`src/rtl/core/cfp_pkg.sv`:
```
// types, token constants and codes shared by the command frame parser
package cfp_pkg;

  // field widths
  localparam int ByteW   = 8;
  localparam int CmdW    = 3;
  localparam int LenW    = 10;
  localparam int CrcW    = 14;
  localparam int StatW   = 3;
  localparam int PosW    = 10;
  localparam int TokPosW = 3;
  localparam int CmdCnt  = 7;

  // largest payload length accepted by the length field
  localparam int MaxLen = 999;

  // byte positions inside the fixed fields
  localparam int TokLast    = 5;
  localparam int LenSemiPos = 3;
  localparam int CrcSemiPos = 4;
  localparam int EndLast    = 2;

  // ascii characters
  localparam logic [ByteW-1:0] ChSemi  = 8'h3B;
  localparam logic [ByteW-1:0] ChZero  = 8'h30;
  localparam logic [ByteW-1:0] ChNine  = 8'h39;

  // tokens, first character in the top byte
  localparam logic [47:0] StartTok = "START;";
  localparam logic [47:0] EndTok   = {"END", 24'h000000};
  localparam logic [47:0] CmdTok [CmdCnt] = '{
    "SHUTD;", "RESET;", "DCONF;", "CONNC;", "ASYNC;", "UICON;", "SLPOS;"
  };

  // result kinds
  localparam logic KindPay  = 1'b0;
  localparam logic KindStat = 1'b1;

  // status codes
  localparam logic [StatW-1:0] StOk       = 3'd0;
  localparam logic [StatW-1:0] StNoStart  = 3'd1;
  localparam logic [StatW-1:0] StBadCmd   = 3'd2;
  localparam logic [StatW-1:0] StMalform  = 3'd3;
  localparam logic [StatW-1:0] StNoEnd    = 3'd4;

  // parser phase
  typedef enum logic [2:0] {
    PH_START = 3'd0,
    PH_CMD   = 3'd1,
    PH_LEN   = 3'd2,
    PH_PAY   = 3'd3,
    PH_SEP   = 3'd4,
    PH_CRC   = 3'd5,
    PH_END   = 3'd6
  } phase_e;

  // per-byte compare results handed from the matcher to the parser
  typedef struct packed {
    logic              start_hit;
    logic              end_hit;
    logic [CmdCnt-1:0] cmd_hit;
    logic              is_digit;
    logic              is_semi;
    logic [3:0]        digit;
  } tok_hit_t;

  // character at a position of a six-character token
  function automatic logic [ByteW-1:0] tok_char(input logic [47:0] tok,
                                                input logic [TokPosW-1:0] pos);
    logic [ByteW-1:0] ch;
    case (pos)
      3'd0:    ch = tok[47:40];
      3'd1:    ch = tok[39:32];
      3'd2:    ch = tok[31:24];
      3'd3:    ch = tok[23:16];
      3'd4:    ch = tok[15:8];
      3'd5:    ch = tok[7:0];
      default: ch = '0;
    endcase
    return ch;
  endfunction

endpackage

```
`src/rtl/core/cfp_tok_match.sv`:
```
// byte compare against start, end and command tokens plus digit decode
module cfp_tok_match (
  input  logic [cfp_pkg::ByteW-1:0]   byte_i,
  input  logic [cfp_pkg::TokPosW-1:0] pos_i,
  output cfp_pkg::tok_hit_t           hit_o
);

  // token compares at the current field position, digit and separator decode
  always_comb begin
    hit_o.start_hit = (byte_i == cfp_pkg::tok_char(cfp_pkg::StartTok, pos_i));
    hit_o.end_hit   = (byte_i == cfp_pkg::tok_char(cfp_pkg::EndTok, pos_i));
    for (int k = 0; k < cfp_pkg::CmdCnt; k++) begin
      hit_o.cmd_hit[k] = (byte_i == cfp_pkg::tok_char(cfp_pkg::CmdTok[k], pos_i));
    end
    hit_o.is_digit = byte_i inside {[cfp_pkg::ChZero:cfp_pkg::ChNine]};
    hit_o.is_semi  = (byte_i == cfp_pkg::ChSemi);
    hit_o.digit    = 4'(byte_i - cfp_pkg::ChZero);
  end

endmodule

```
`src/rtl/core/command_frame_parser.sv`:
```
// command frame parser top level: input register, parse step, result register
//
//   channel | signals                                   | direction
//   --------+-------------------------------------------+----------
//   in      | in_valid_i, in_stall_o, in_byte_i          | to block
//   out     | out_valid_o, out_stall_i, out_kind_o,      | from block
//           | out_byte_o, cmd_id_o, payload_len_o,       |
//           | crc_value_o, status_o                      |
//
// One item per cycle while the output does not stall: a byte is held in the
// input register, is parsed by a single compare or multiply-by-ten step, and its
// result (if any) is then captured in the result register.
// Reset puts the parser in the search for START; no clearing pass is needed.
// A stall on the output holds the result register and, once the input
// register is full, raises in_stall_o in the same cycle.
module command_frame_parser #(
  parameter int MaxLen = cfp_pkg::MaxLen
) (
  input  logic                       clk_i,
  input  logic                       rst_ni,
  input  logic                       in_valid_i,
  output logic                       in_stall_o,
  input  logic [cfp_pkg::ByteW-1:0]  in_byte_i,
  output logic                       out_valid_o,
  input  logic                       out_stall_i,
  output logic                       out_kind_o,
  output logic [cfp_pkg::ByteW-1:0]  out_byte_o,
  output logic [cfp_pkg::CmdW-1:0]   cmd_id_o,
  output logic [cfp_pkg::LenW-1:0]   payload_len_o,
  output logic [cfp_pkg::CrcW-1:0]   crc_value_o,
  output logic [cfp_pkg::StatW-1:0]  status_o
);

  localparam int PosW = cfp_pkg::PosW;
  localparam int LenW = cfp_pkg::LenW;
  localparam int CrcW = cfp_pkg::CrcW;

  // input register
  logic                      in_valid_q;
  logic [cfp_pkg::ByteW-1:0] in_byte_q;
  logic                      advance;
  logic                      step;

  // parser state
  cfp_pkg::phase_e             phase_q, phase_d;
  logic [PosW-1:0]             pos_q, pos_d;
  logic                        tok_ok_q, tok_ok_d;
  logic [cfp_pkg::CmdCnt-1:0]  cmd_match_q, cmd_match_d;
  logic [LenW-1:0]             len_q, len_d;
  logic [CrcW-1:0]             crc_q, crc_d;
  logic                        stopped_q, stopped_d;

  // result of this step
  logic                        res_vld;
  logic                        res_kind;
  logic [cfp_pkg::ByteW-1:0]   res_byte;
  logic [cfp_pkg::CmdW-1:0]    res_cmd;
  logic [LenW-1:0]             res_len;
  logic [CrcW-1:0]             res_crc;
  logic [cfp_pkg::StatW-1:0]   res_st;
  logic                        clear;

  // result register
  logic                        out_valid_q;
  logic                        out_kind_q;
  logic [cfp_pkg::ByteW-1:0]   out_byte_q;
  logic [cfp_pkg::CmdW-1:0]    out_cmd_q;
  logic [LenW-1:0]             out_len_q;
  logic [CrcW-1:0]             out_crc_q;
  logic [cfp_pkg::StatW-1:0]   out_st_q;

  cfp_pkg::tok_hit_t           hit;
  logic [cfp_pkg::CmdW-1:0]    cur_cmd;
  logic                        tok_ok_n;
  logic [cfp_pkg::CmdCnt-1:0]  cmd_match_n;
  logic [LenW-1:0]             pos_inc_len;

  // handshake: the input register moves on when the result register frees up
  assign advance    = !out_valid_q || !out_stall_i;
  assign step       = in_valid_q && advance;
  assign in_stall_o = in_valid_q && !advance;

  always_ff @(posedge clk_i or negedge rst_ni) begin
    if (!rst_ni) begin
      in_valid_q <= 1'b0;
    end else if (!in_stall_o) begin
      in_valid_q <= in_valid_i;
    end
  end

  always_ff @(posedge clk_i) begin
    if (in_valid_i && !in_stall_o) begin
      in_byte_q <= in_byte_i;
    end
  end

  // token and digit compares
  cfp_tok_match u_tok_match (
    .byte_i (in_byte_q),
    .pos_i  (pos_q[cfp_pkg::TokPosW-1:0]),
    .hit_o  (hit)
  );

  // command id: lowest matching command once the command field is past
  always_comb begin
    cur_cmd = '0;
    if (phase_q != cfp_pkg::PH_START && phase_q != cfp_pkg::PH_CMD) begin
      for (int k = cfp_pkg::CmdCnt - 1; k >= 0; k--) begin
        if (cmd_match_q[k]) begin
          cur_cmd = cfp_pkg::CmdW'(k);
        end
      end
    end
  end

  assign tok_ok_n    = tok_ok_q && (phase_q == cfp_pkg::PH_END ? hit.end_hit : hit.start_hit);
  assign cmd_match_n = cmd_match_q & hit.cmd_hit;
  assign pos_inc_len = LenW'(pos_q + PosW'(1));

  // parse step
  always_comb begin
    phase_d     = phase_q;
    pos_d       = pos_q;
    tok_ok_d    = tok_ok_q;
    cmd_match_d = cmd_match_q;
    len_d       = len_q;
    crc_d       = crc_q;
    stopped_d   = stopped_q;
    res_vld     = 1'b0;
    res_kind    = cfp_pkg::KindStat;
    res_byte    = '0;
    res_cmd     = cur_cmd;
    res_len     = len_q;
    res_crc     = crc_q;
    res_st      = cfp_pkg::StOk;
    clear       = 1'b0;
    if (step) begin
      case (phase_q)
        cfp_pkg::PH_START: begin
          tok_ok_d = tok_ok_n;
          if (pos_q >= PosW'(cfp_pkg::TokLast)) begin
            if (!tok_ok_n) begin
              res_vld = 1'b1;
              res_st  = cfp_pkg::StNoStart;
              clear   = 1'b1;
            end else begin
              phase_d     = cfp_pkg::PH_CMD;
              pos_d       = '0;
              cmd_match_d = '1;
            end
          end else begin
            pos_d = pos_q + PosW'(1);
          end
        end
        cfp_pkg::PH_CMD: begin
          cmd_match_d = cmd_match_n;
          if (pos_q >= PosW'(cfp_pkg::TokLast)) begin
            if (cmd_match_n == '0) begin
              res_vld = 1'b1;
              res_st  = cfp_pkg::StBadCmd;
              clear   = 1'b1;
            end else begin
              phase_d   = cfp_pkg::PH_LEN;
              pos_d     = '0;
              len_d     = '0;
              stopped_d = 1'b0;
            end
          end else begin
            pos_d = pos_q + PosW'(1);
          end
        end
        cfp_pkg::PH_LEN: begin
          if (pos_q < PosW'(cfp_pkg::LenSemiPos)) begin
            if (!stopped_q && hit.is_digit) begin
              len_d = LenW'(len_q * LenW'(10) + LenW'(hit.digit));
            end else begin
              stopped_d = 1'b1;
            end
            pos_d = pos_q + PosW'(1);
          end else if (!hit.is_semi || len_q > LenW'(MaxLen)) begin
            res_vld = 1'b1;
            res_st  = cfp_pkg::StMalform;
            clear   = 1'b1;
          end else begin
            phase_d = (len_q != '0) ? cfp_pkg::PH_PAY : cfp_pkg::PH_SEP;
            pos_d   = '0;
          end
        end
        cfp_pkg::PH_PAY: begin
          res_vld  = 1'b1;
          res_kind = cfp_pkg::KindPay;
          res_byte = in_byte_q;
          res_crc  = '0;
          if (pos_inc_len >= len_q) begin
            phase_d = cfp_pkg::PH_SEP;
            pos_d   = '0;
          end else begin
            pos_d = pos_q + PosW'(1);
          end
        end
        cfp_pkg::PH_SEP: begin
          phase_d   = cfp_pkg::PH_CRC;
          pos_d     = '0;
          crc_d     = '0;
          stopped_d = 1'b0;
        end
        cfp_pkg::PH_CRC: begin
          if (pos_q < PosW'(cfp_pkg::CrcSemiPos)) begin
            if (!stopped_q && hit.is_digit) begin
              crc_d = CrcW'(crc_q * CrcW'(10) + CrcW'(hit.digit));
            end else begin
              stopped_d = 1'b1;
            end
            pos_d = pos_q + PosW'(1);
          end else if (!hit.is_semi) begin
            res_vld = 1'b1;
            res_st  = cfp_pkg::StMalform;
            clear   = 1'b1;
          end else begin
            phase_d  = cfp_pkg::PH_END;
            pos_d    = '0;
            tok_ok_d = 1'b1;
          end
        end
        cfp_pkg::PH_END: begin
          tok_ok_d = tok_ok_n;
          if (pos_q >= PosW'(cfp_pkg::EndLast)) begin
            res_vld = 1'b1;
            res_st  = tok_ok_n ? cfp_pkg::StOk : cfp_pkg::StNoEnd;
            clear   = 1'b1;
          end else begin
            pos_d = pos_q + PosW'(1);
          end
        end
        default: begin
          clear = 1'b1;
        end
      endcase
      // frame done: back to searching for START
      if (clear) begin
        phase_d     = cfp_pkg::PH_START;
        pos_d       = '0;
        tok_ok_d    = 1'b1;
        cmd_match_d = '1;
        len_d       = '0;
        crc_d       = '0;
        stopped_d   = 1'b0;
      end
    end
  end

  // parser state registers
  always_ff @(posedge clk_i or negedge rst_ni) begin
    if (!rst_ni) begin
      phase_q     <= cfp_pkg::PH_START;
      pos_q       <= '0;
      tok_ok_q    <= 1'b1;
      cmd_match_q <= '1;
      len_q       <= '0;
      crc_q       <= '0;
      stopped_q   <= 1'b0;
    end else begin
      phase_q     <= phase_d;
      pos_q       <= pos_d;
      tok_ok_q    <= tok_ok_d;
      cmd_match_q <= cmd_match_d;
      len_q       <= len_d;
      crc_q       <= crc_d;
      stopped_q   <= stopped_d;
    end
  end

  // result register valid
  always_ff @(posedge clk_i or negedge rst_ni) begin
    if (!rst_ni) begin
      out_valid_q <= 1'b0;
    end else if (advance) begin
      out_valid_q <= res_vld;
    end
  end

  // result register payload
  always_ff @(posedge clk_i) begin
    if (advance && res_vld) begin
      out_kind_q <= res_kind;
      out_byte_q <= res_byte;
      out_cmd_q  <= res_cmd;
      out_len_q  <= res_len;
      out_crc_q  <= res_crc;
      out_st_q   <= res_st;
    end
  end

  assign out_valid_o   = out_valid_q;
  assign out_kind_o    = out_kind_q;
  assign out_byte_o    = out_byte_q;
  assign cmd_id_o      = out_cmd_q;
  assign payload_len_o = out_len_q;
  assign crc_value_o   = out_crc_q;
  assign status_o      = out_st_q;

  // payload items carry no status and no crc
  assert property (@(posedge clk_i) disable iff (!rst_ni)
    out_valid_o && out_kind_o == cfp_pkg::KindPay
      |-> status_o == cfp_pkg::StOk && crc_value_o == '0)
    else $error("payload item with status or crc set");

  // payload count stays inside the parsed length
  assert property (@(posedge clk_i) disable iff (!rst_ni)
    phase_q == cfp_pkg::PH_PAY |-> len_q != '0 && LenW'(pos_q) < len_q)
    else $error("payload position outside parsed length");

  // exactly one command survives past the command field
  assert property (@(posedge clk_i) disable iff (!rst_ni)
    phase_q == cfp_pkg::PH_LEN || phase_q == cfp_pkg::PH_PAY ||
    phase_q == cfp_pkg::PH_SEP || phase_q == cfp_pkg::PH_CRC ||
    phase_q == cfp_pkg::PH_END |-> $onehot(cmd_match_q))
    else $error("command match not one-hot after command field");

  // a status item sends the parser back to the START search
  assert property (@(posedge clk_i) disable iff (!rst_ni)
    step && res_vld && res_kind == cfp_pkg::KindStat
      |=> phase_q == cfp_pkg::PH_START && pos_q == '0 && out_valid_o)
    else $error("status item without frame restart");

endmodule

```
`config.mk`:
```
export PLATFORM = sky130hd
export DESIGN_NAME = command_frame_parser
export DESIGN_NICKNAME = d
export VERILOG_FILES = /design/src/rtl/core/cfp_pkg.sv /design/src/rtl/core/cfp_tok_match.sv /design/src/rtl/core/command_frame_parser.sv
export SDC_FILE = /design/constraint.sdc
export NUM_CORES = 1
export LEC_CHECK = 0
export ABC_AREA = 1
export BUFFER_PORTS_ARGS = -buffer_cell sky130_fd_sc_hd__buf_2
export CAP_MARGIN = 40
export CORE_MARGIN = 3
export CORE_UTILIZATION = 55
export DETAILED_ROUTE_END_ITERATION = 10
export PLACE_DENSITY = 0.8
export SETUP_SLACK_MARGIN = 0.05
export SLEW_MARGIN = 5
export SYNTH_ARGS = -nofsm -noshare
export SYNTH_HDL_FRONTEND = slang
export SYNTH_SLANG_ARGS = --single-unit
```
`constraint.sdc`:
```
create_clock -name clk_i -period 4.9 [get_ports clk_i]
set_input_delay 0.245 -clock clk_i [delete_from_list [all_inputs] [get_ports clk_i]]
set_output_delay 0.245 -clock clk_i [all_outputs]
set_load 0.02 [all_outputs]
```
## Word level (Yosys, flattened, before mapping)

Index checks and enable logic that the tools add are counted.

- Register bits: 95
- Output and inout bits: 41
- Bits of input ports: 12
- Logic and storage cells: 210

- Order comparisons: 8
- Equality and inequality tests: 40
- Reduce and logical (&&, ||, !) cells: 45
- $add $sub $neg: 4
- $mul: 2
- Multiplexer cells: 91
- Bitwise gates (word level): 2

Operators by type and width:

| operator | count |
|---|---|
| one-hot mux 7 bit (6 select lines) | 4 |
| 2-to-1 mux 10 bit | 15 |
| one-hot mux 7 bit (5 select lines) | 3 |
| == test 8 x 7 -> 1 bit | 9 |
| 2-to-1 mux 14 bit | 5 |
| one-hot mux 10 bit (7 select lines) | 1 |
| 2-to-1 mux 3 bit | 16 |
| != test 3 bit (second input constant) | 13 |
| one-hot mux 14 bit (2 select lines) | 1 |
| one-hot mux 7 bit (4 select lines) | 1 |
| 2-to-1 mux 1 bit | 25 |
| 2-to-1 mux 7 bit | 3 |
| one-hot mux 7 bit (3 select lines) | 1 |
| one-hot mux 10 bit (2 select lines) | 1 |
| one-hot mux 3 bit (6 select lines) | 1 |
| 2-to-1 mux 2 bit | 8 |
| != test 4 bit (second input constant) | 4 |
| == test 3 bit (second input constant) | 5 |
| one-hot mux 3 bit (5 select lines) | 1 |
| nonzero test 3 bit | 5 |
| adder 14 x 4 -> 14 bit | 1 |
| multiplier 14 x 3 -> 13 bit (second input constant) | 1 |
| one-hot mux 7 bit (2 select lines) | 1 |
| OR reduction 2 bit | 7 |
| 38 further kinds | 60 |

## Logic depth before layout (Yosys ltp)

- Depth after elaboration: 12
- Depth in mapped cells: 23
- Mapped depth without buffers: 21

## Modules after synthesis

From an unflattened synthesis, not the netlist that was laid out.

- Cell total of the unflattened synthesis: 999
- Area, all modules: 7293.2 µm²

Modules (own cells, without submodules):

| module | instances | area an instance (µm²) | cells an instance | sequential area each (µm²) |
|---|---|---|---|---|
| command_frame_parser | 1 | 6155.9 | 765 | 2622.5 |
| cfp_tok_match | 1 | 1137.3 | 234 | 0.0 |

## Worst setup path after synthesis

No wires, ideal clock.

- Kind: reg2reg
- From: register pos_q[0]
- To: register out_cmd_q, in the netlist cmd_id_o[0] (enable)
- Data arrival time: 2.867 ns
- Path buffers: 0
- Data required time: 4.506 ns
- Setup slack: 1.640 ns
- Cell stages (with the launch flop): 18
- Period minus slack after synthesis: 3.260 ns
- Library setup time: 0.394 ns
- Path through: dfrtp_1 > ha_1 > ha_1 > inv_2 > nand2_1 > nor2_1 > nand3_1 > nand2_1 > nor2_1 > nand3_1 > nand2_1 > nor2_2 > nand3_2 > nand3_4 > inv_2 > nand2_1 > nand2_1 > inv_1

- Cells in the longest elaborated chain, start to end: 11
- Elaborated cells on any way between the ends: 46
- Those cells by class: order compare (4); eq/ne (14); mux (19); bitwise (1); reduce/logical (8)

Ends and longest elaborated chain:

| item | RTL line | text |
|---|---|---|
| from (decl) | command_frame_parser.sv:46 | `logic [PosW-1:0] pos_q, pos_d;` |
| from (signal assigned) | command_frame_parser.sv:264 | `pos_q <= pos_d;` |
| == test 3 x 1 -> 1 bit, or another cell as far along | cfp_pkg.sv:71 | `case (pos)` |
| OR reduction 2 bit (no line) | n/a |  |
| one-hot mux 7 bit (5 select lines) or one-hot mux 7 bit (4 select lines) (tied branches) | cfp_pkg.sv:71 |  |
| == test 8 x 7 -> 1 bit (on tied branches) | cfp_tok_match.sv:13, cfp_tok_match.sv:10 |  |
| bitwise AND 7 bit or 2-to-1 mux 1 bit (tied branches) | command_frame_parser.sv:117, command_frame_parser.sv:116 |  |
| zero test 7 bit or logical AND 1 bit (tied branches) | command_frame_parser.sv:158, command_frame_parser.sv:116 |  |
| 2-to-1 mux 1 bit (on tied branches) | command_frame_parser.sv:158, command_frame_parser.sv:142 |  |
| 2-to-1 mux 1 bit (on tied branches) | command_frame_parser.sv:157, command_frame_parser.sv:141 |  |
| one-hot mux 1 bit (6 select lines) (*) | command_frame_parser.sv:138 | `case (phase_q)` |
| 2-to-1 mux 1 bit (*) | command_frame_parser.sv:137 | `if (step) begin` |
| logical AND 1 bit (*) | command_frame_parser.sv:284 | `if (advance && res_vld) begin` |
| to (signal assigned) | command_frame_parser.sv:287 | `out_cmd_q <= res_cmd;` |
| to (decl) | command_frame_parser.sv:67 | `logic [cfp_pkg::CmdW-1:0] out_cmd_q;` |

Mark *: on every way between the ends. The rest lies on a longest branch, timed or not.
A chain may end at the register's enable or synchronous reset.

## Final worst setup path

- From: register pos_q[1]
- To: register out_crc_q[11], in the netlist crc_value_o[11] (enable)

- Cells in the longest elaborated chain, start to end: 11
- Elaborated cells on any way between the ends: 46
- Those cells by class: order compare (4); eq/ne (14); mux (19); bitwise (1); reduce/logical (8)

Ends and longest elaborated chain:

| item | RTL line | text |
|---|---|---|
| == test 3 x 1 -> 1 bit, or another cell as far along | cfp_pkg.sv:71 |  |
| OR reduction 2 bit (no line) | n/a |  |
| one-hot mux 7 bit (5 select lines) or one-hot mux 7 bit (4 select lines) (tied branches) | cfp_pkg.sv:71 |  |
| == test 8 x 7 -> 1 bit (on tied branches) | cfp_tok_match.sv:13, cfp_tok_match.sv:10 |  |
| bitwise AND 7 bit or 2-to-1 mux 1 bit (tied branches) | command_frame_parser.sv:117, command_frame_parser.sv:116 |  |
| zero test 7 bit or logical AND 1 bit (tied branches) | command_frame_parser.sv:158, command_frame_parser.sv:116 |  |
| 2-to-1 mux 1 bit (on tied branches) | command_frame_parser.sv:158, command_frame_parser.sv:142 |  |
| 2-to-1 mux 1 bit (on tied branches) | command_frame_parser.sv:157, command_frame_parser.sv:141 |  |
| one-hot mux 1 bit (6 select lines) (*) | command_frame_parser.sv:138 |  |
| 2-to-1 mux 1 bit (*) | command_frame_parser.sv:137 |  |
| logical AND 1 bit (*) | command_frame_parser.sv:284 |  |
| to (signal assigned) | command_frame_parser.sv:289 | `out_crc_q <= res_crc;` |
| to (decl) | command_frame_parser.sv:69 | `logic [CrcW-1:0] out_crc_q;` |

Marked as above.

==> metrics.md <==
| Metric | Value |
|---|---|
| Synthesized-area fraction occupied by ao, oa, aoi and oai cells | `9.96%` |
| Hold crit path type | `in2async` |
| Synthesized area | `0.00701 mm^2` |
| Setup repair after global routing missed its margin | `false` |
| Part of the total power dissipated in the clock network | `16.1%` |
| Number of distinct standard cells referenced by the synthesized netlist | `51` |
| Logic pwr share | `54.4%` |
| Count of routing violations after the opening detailed-route iteration | `511` |
| Arr. time, crit path | `3.74 ns` |
| Crit path kind | `reg2reg` |
| Detail-routed net length per standard cell | `15.7 um` |
| Half-perimeter wire length after detailed placement | `13,000 um` |
| Die extent in y | `119 um` |
| Net load switching power | `2.05 mW` |
| Fraction of final layout cells with drive strength greater than 1 | `15.4%` |
| Synth-to-Final Area Change | `9.39%` |
| Die width | `119 um` |
| Buffers inserted by post-CTS timing repair | `0` |
| Final instance count without filler cells | `1,106` |
| Cell types with the largest area share after synthesis | `edfxtp_1 (20%), dfrtp_1 (14%), nand2_1 (9.6%)` |
| Dominant combinational cell family by area after synthesis | `simple AND/OR/NAND/NOR gates` |
| Post-synth top area cell | `edfxtp_1` |
| Pwr Density | `550 mW/mm^2` |
| Worst Path Required | `4.90 ns` |
| Final weighted congestion of routability-driven global placement | `1.00` |
| Via count of the first global-routing pass | `5,880` |
| Synthesized-area fraction occupied by adder cells | `10.4%` |
| Number of warnings reported in the yosys synthesis log | `0` |
| Worst skew pair latency | `0.36 ns` |
| Status | `finished, final reports clean` |
| Crit. End Element | `flip-flop` |
| Worst max-slew margin expressed relative to the limit | `56.0%` |
| Average cell area after synthesis | `7.93 um^2` |
| Top fanout value on the critical path | `34` |
| CTS tree | `built` |
| Flip-flop cell with the highest count after synthesis | `edfxtp_1` |
| Clock transition time at the flip-flop clock pins of the worst setup and hold paths | `0.07 ns` |
| Post-Route Hold Slack | `0.00854 ns` |
| Number of antenna violations at the first check in global routing | `0` |
| First-pass detailed-route iteration total | `5` |
| Total Wirelength | `17,400 um` |
| Synthesized instance count | `884` |
| Global-route wire length before repair | `28,700 um` |
| Final Hold Vio Count | `0` |
| Cell area after layout | `0.00767 mm^2` |
| Die outline area | `0.0141 mm^2` |
| Antenna diodes | `0` |
| Sequential fraction of design power | `29.4%` |
| Syn_nets | `952` |
| TritonCTS Buffers | `9` |
| Multiplexer share of the synthesized area | `0%` |
| Clock root buffer master | `clkbuf_16` |
| Row cnt | `40` |
| Total leakage power | `3.69 nW` |
| Total placed instance area | `0.00738 mm^2` |
| Tightest Pin Transition | `0.661 ns` |
| Final slew viol count | `0` |
| Synthesized-area fraction occupied by xor and xnor cells | `5.25%` |
| Final clock skew | `0.00904 ns` |
| Via/cell ratio | `5.62` |
| Internal | `2.17 mW` |
| Number of top-level pins | `53` |
| Area share of the largest cell type after synthesis | `20.1%` |
| Largest buffer count on any clock path | `2` |
| Number of nets at the end of the flow | `1,001` |
| Achievable Freq | `267 MHz` |
| Count of final setup violators | `0` |
| Post-route antenna net violation count | `0` |
| Number of flops mapped to enable cells by yosys | `47` |
| Fraction of registers with async set/reset | `50.5%` |
| Aggregate global routing overflow | `0` |
| Total negative slack | `0 ns` |
| Register-to-Register Setup Slack | `1.16 ns` |
| Min Clock Period, post-route | `3.74 ns` |
| Number of sinks on the clock net | `95` |
| Clock H-tree levels | `3` |
| Core area | `0.0122 mm^2` |
| Switching fraction of total power | `48.5%` |
| Flip-flop and latch count after synthesis | `95` |
| Starting Density | `57.4%` |
| Number of cells after detailed placement | `1,090` |
| Crit share post-route | `76.4%` |
| Simple-gate share of the synthesized area | `28.8%` |
| DRC errors left | `0` |
| Routed via count | `6,221` |
| Part of the Yosys area used for sequential elements | `37.4%` |
| Number of port buffers | `52` |
| Global-route total usage across every layer | `25.2%` |
| Post-CTS resize count | `0` |
| Max capacitance violation total | `0` |
| Number of fillers in the final layout | `1,091` |
| Hold buffer count at CTS | `0` |
| Largest net degree at the start of global routing | `49` |
| Critical Path Start Type | `flip-flop` |
| Worst vdd rail ir drop | `0.000306 V` |
power groups by stage:
stage | logic, mW | clock network, mW | registers, mW
detailed placement | 2.25 | 0 | 1.25
floorplan | 1.73 | 0 | 1.28
finish | 2.30 | 0.681 | 1.24
global placement | 2.23 | 0 | 1.25
CTS | 2.26 | 0.689 | 1.24
global route | 2.56 | 0.715 | 1.27
cells by family (layout without fill, tap and decap cells):
group | after synthesis | count (layout)
xor gates and xnor gates | 42 | 42
AOI/OAI and AO/OA | 123 | 123
buffers and inverters | 135 | 189
and+or+nand+nor | 433 | 433
adders and majority gates | 56 | 56
DFF | 95 | 95
layout make-up:
| cell class | instances | area (um^2) | area share, % |
|---|---|---|---|
| Clock buffer | 11 | 243 | 3.17 |
| Inverter | 117 | 447 | 5.82 |
| Clock inverter | 5 | 41.3 | 0.538 |
| Multi-Input combinational cell | 654 | 3820 | 49.8 |
| Tap cell | 168 | 210 | 2.74 |
| Timing Repair Buffer | 56 | 288 | 3.75 |
| Sequential cell | 95 | 2620 | 34.2 |
metal layers:
metal | global-route usage [%] | routed length (um)
met5 | 0 | 0
met4 | 9.85 | 534
met3 | 4.27 | 1370
met2 | 40.4 | 7820
met1 | 34.2 | 7640
cells in the mapped netlist, types with 2 or more instances:
library cell,count
nand2_1,180
inv_1,99
nor2_1,98
nand3_1,66
ha_1,52
edfxtp_1,47
dfrtp_1,40
a21oi_1,38
o21ai_0,35
xor2_1,29
nand4_1,24
o21ai_1,18
nand2_2,15
inv_2,14
xnor2_1,13
nor3_1,12
o22ai_1,12
nor2_2,9
dfstp_2,8
buf_2,6
nor4_1,6
o21ai_2,6
buf_6,5
clkbuf_1,4
fa_1,4
nand3_2,4
nand3b_1,4
or2_2,4
a31oi_1,3
buf_4,3
clkinv_1,2
nand2_4,2
nand3_4,2
o211ai_1,2
o21bai_1,2
through the flow:
step	util, %	power (mW)	worst slack [ns]
finish	62.8	4.22	1.16
floorplan	-	3.01	1.64
detailed placement	60.5	3.50	1.31
global placement	60.4	3.48	1.38
CTS	62.8	4.19	1.29
global route	62.8	4.54	0.920
state kept, by name, indices dropped and copies added, names as in the netlist:
signal / count
in_valid_q: 1
crc_q: 14
in_byte_q: 8
out_kind_o: 1
out_byte_o: 8
payload_len_o: 10
status_o: 3
pos_q: 10
out_valid_o: 1
phase_q: 3
tok_ok_q: 1
cmd_match_q: 7
stopped_q: 1
crc_value_o: 14
cmd_id_o: 3
len_q: 10
worst max-delay path, stage by stage, from the launching register on:
cell	delay, ns
dfrtp_1	0.45
inv_2	0.15
ha_1	0.37
nand2_2	0.27
nand2_1	0.19
nor2_1	0.08
o21ai_0	0.24
nor2_1	0.08
nand3b_1	0.12
nand2_1	0.08
nor2_2	0.15
nand3_2	0.16
nand3_4	0.13
inv_2	0.04
nand2_1	0.05
nand2_1	0.07
inv_1	0.26
buf_4	0.47
path summary, 6_finish.rpt:
path	from	end	cells past startpoint
worst min-delay path	rst_ni	crc_q[0]	2
worst max register to register	pos_q[1]	crc_value_o[11]	17
max in group asynchronous	rst_ni	len_q[1]	2
worst max-delay path	pos_q[1]	crc_value_o[11]	17
worst min register to register	cmd_match_q[1]	cmd_match_q[1]	2
min in group clk_i	in_byte_i[3]	in_byte_q[3]	1
placed cells by master (no fill, tap or decap), drive strengths merged:
| cell | netlist | layout |
|---|---|---|
| o21bai | 2 | 2 |
| o211ai | 2 | 2 |
| o2111ai | 1 | 1 |
| clkinvlp | 0 | 1 |
| nor2 | 109 | 109 |
| dfrtp | 40 | 40 |
| nand4 | 25 | 25 |
| a21boi | 1 | 1 |
| a31oi | 3 | 3 |
| inv | 114 | 116 |
| xnor2 | 13 | 13 |
| a221oi | 1 | 1 |
| nor4 | 6 | 6 |
| nand3 | 72 | 72 |
| a211oi | 1 | 1 |
| fa | 4 | 4 |
| and3 | 1 | 1 |
| or2 | 5 | 5 |
| o21ai | 59 | 59 |
| dfstp | 8 | 8 |
| o22ai | 12 | 12 |
| ha | 52 | 52 |
| xor2 | 29 | 29 |
| nor3 | 12 | 12 |
| edfxtp | 47 | 47 |
| a41oi | 1 | 1 |
| nand3b | 5 | 5 |
| a21oi | 40 | 40 |
| nand2 | 198 | 198 |
| buf | 14 | 56 |
| clkbuf | 4 | 11 |
| clkinv | 3 | 5 |
No activity file was read; power rests on OpenSTA's default activity.
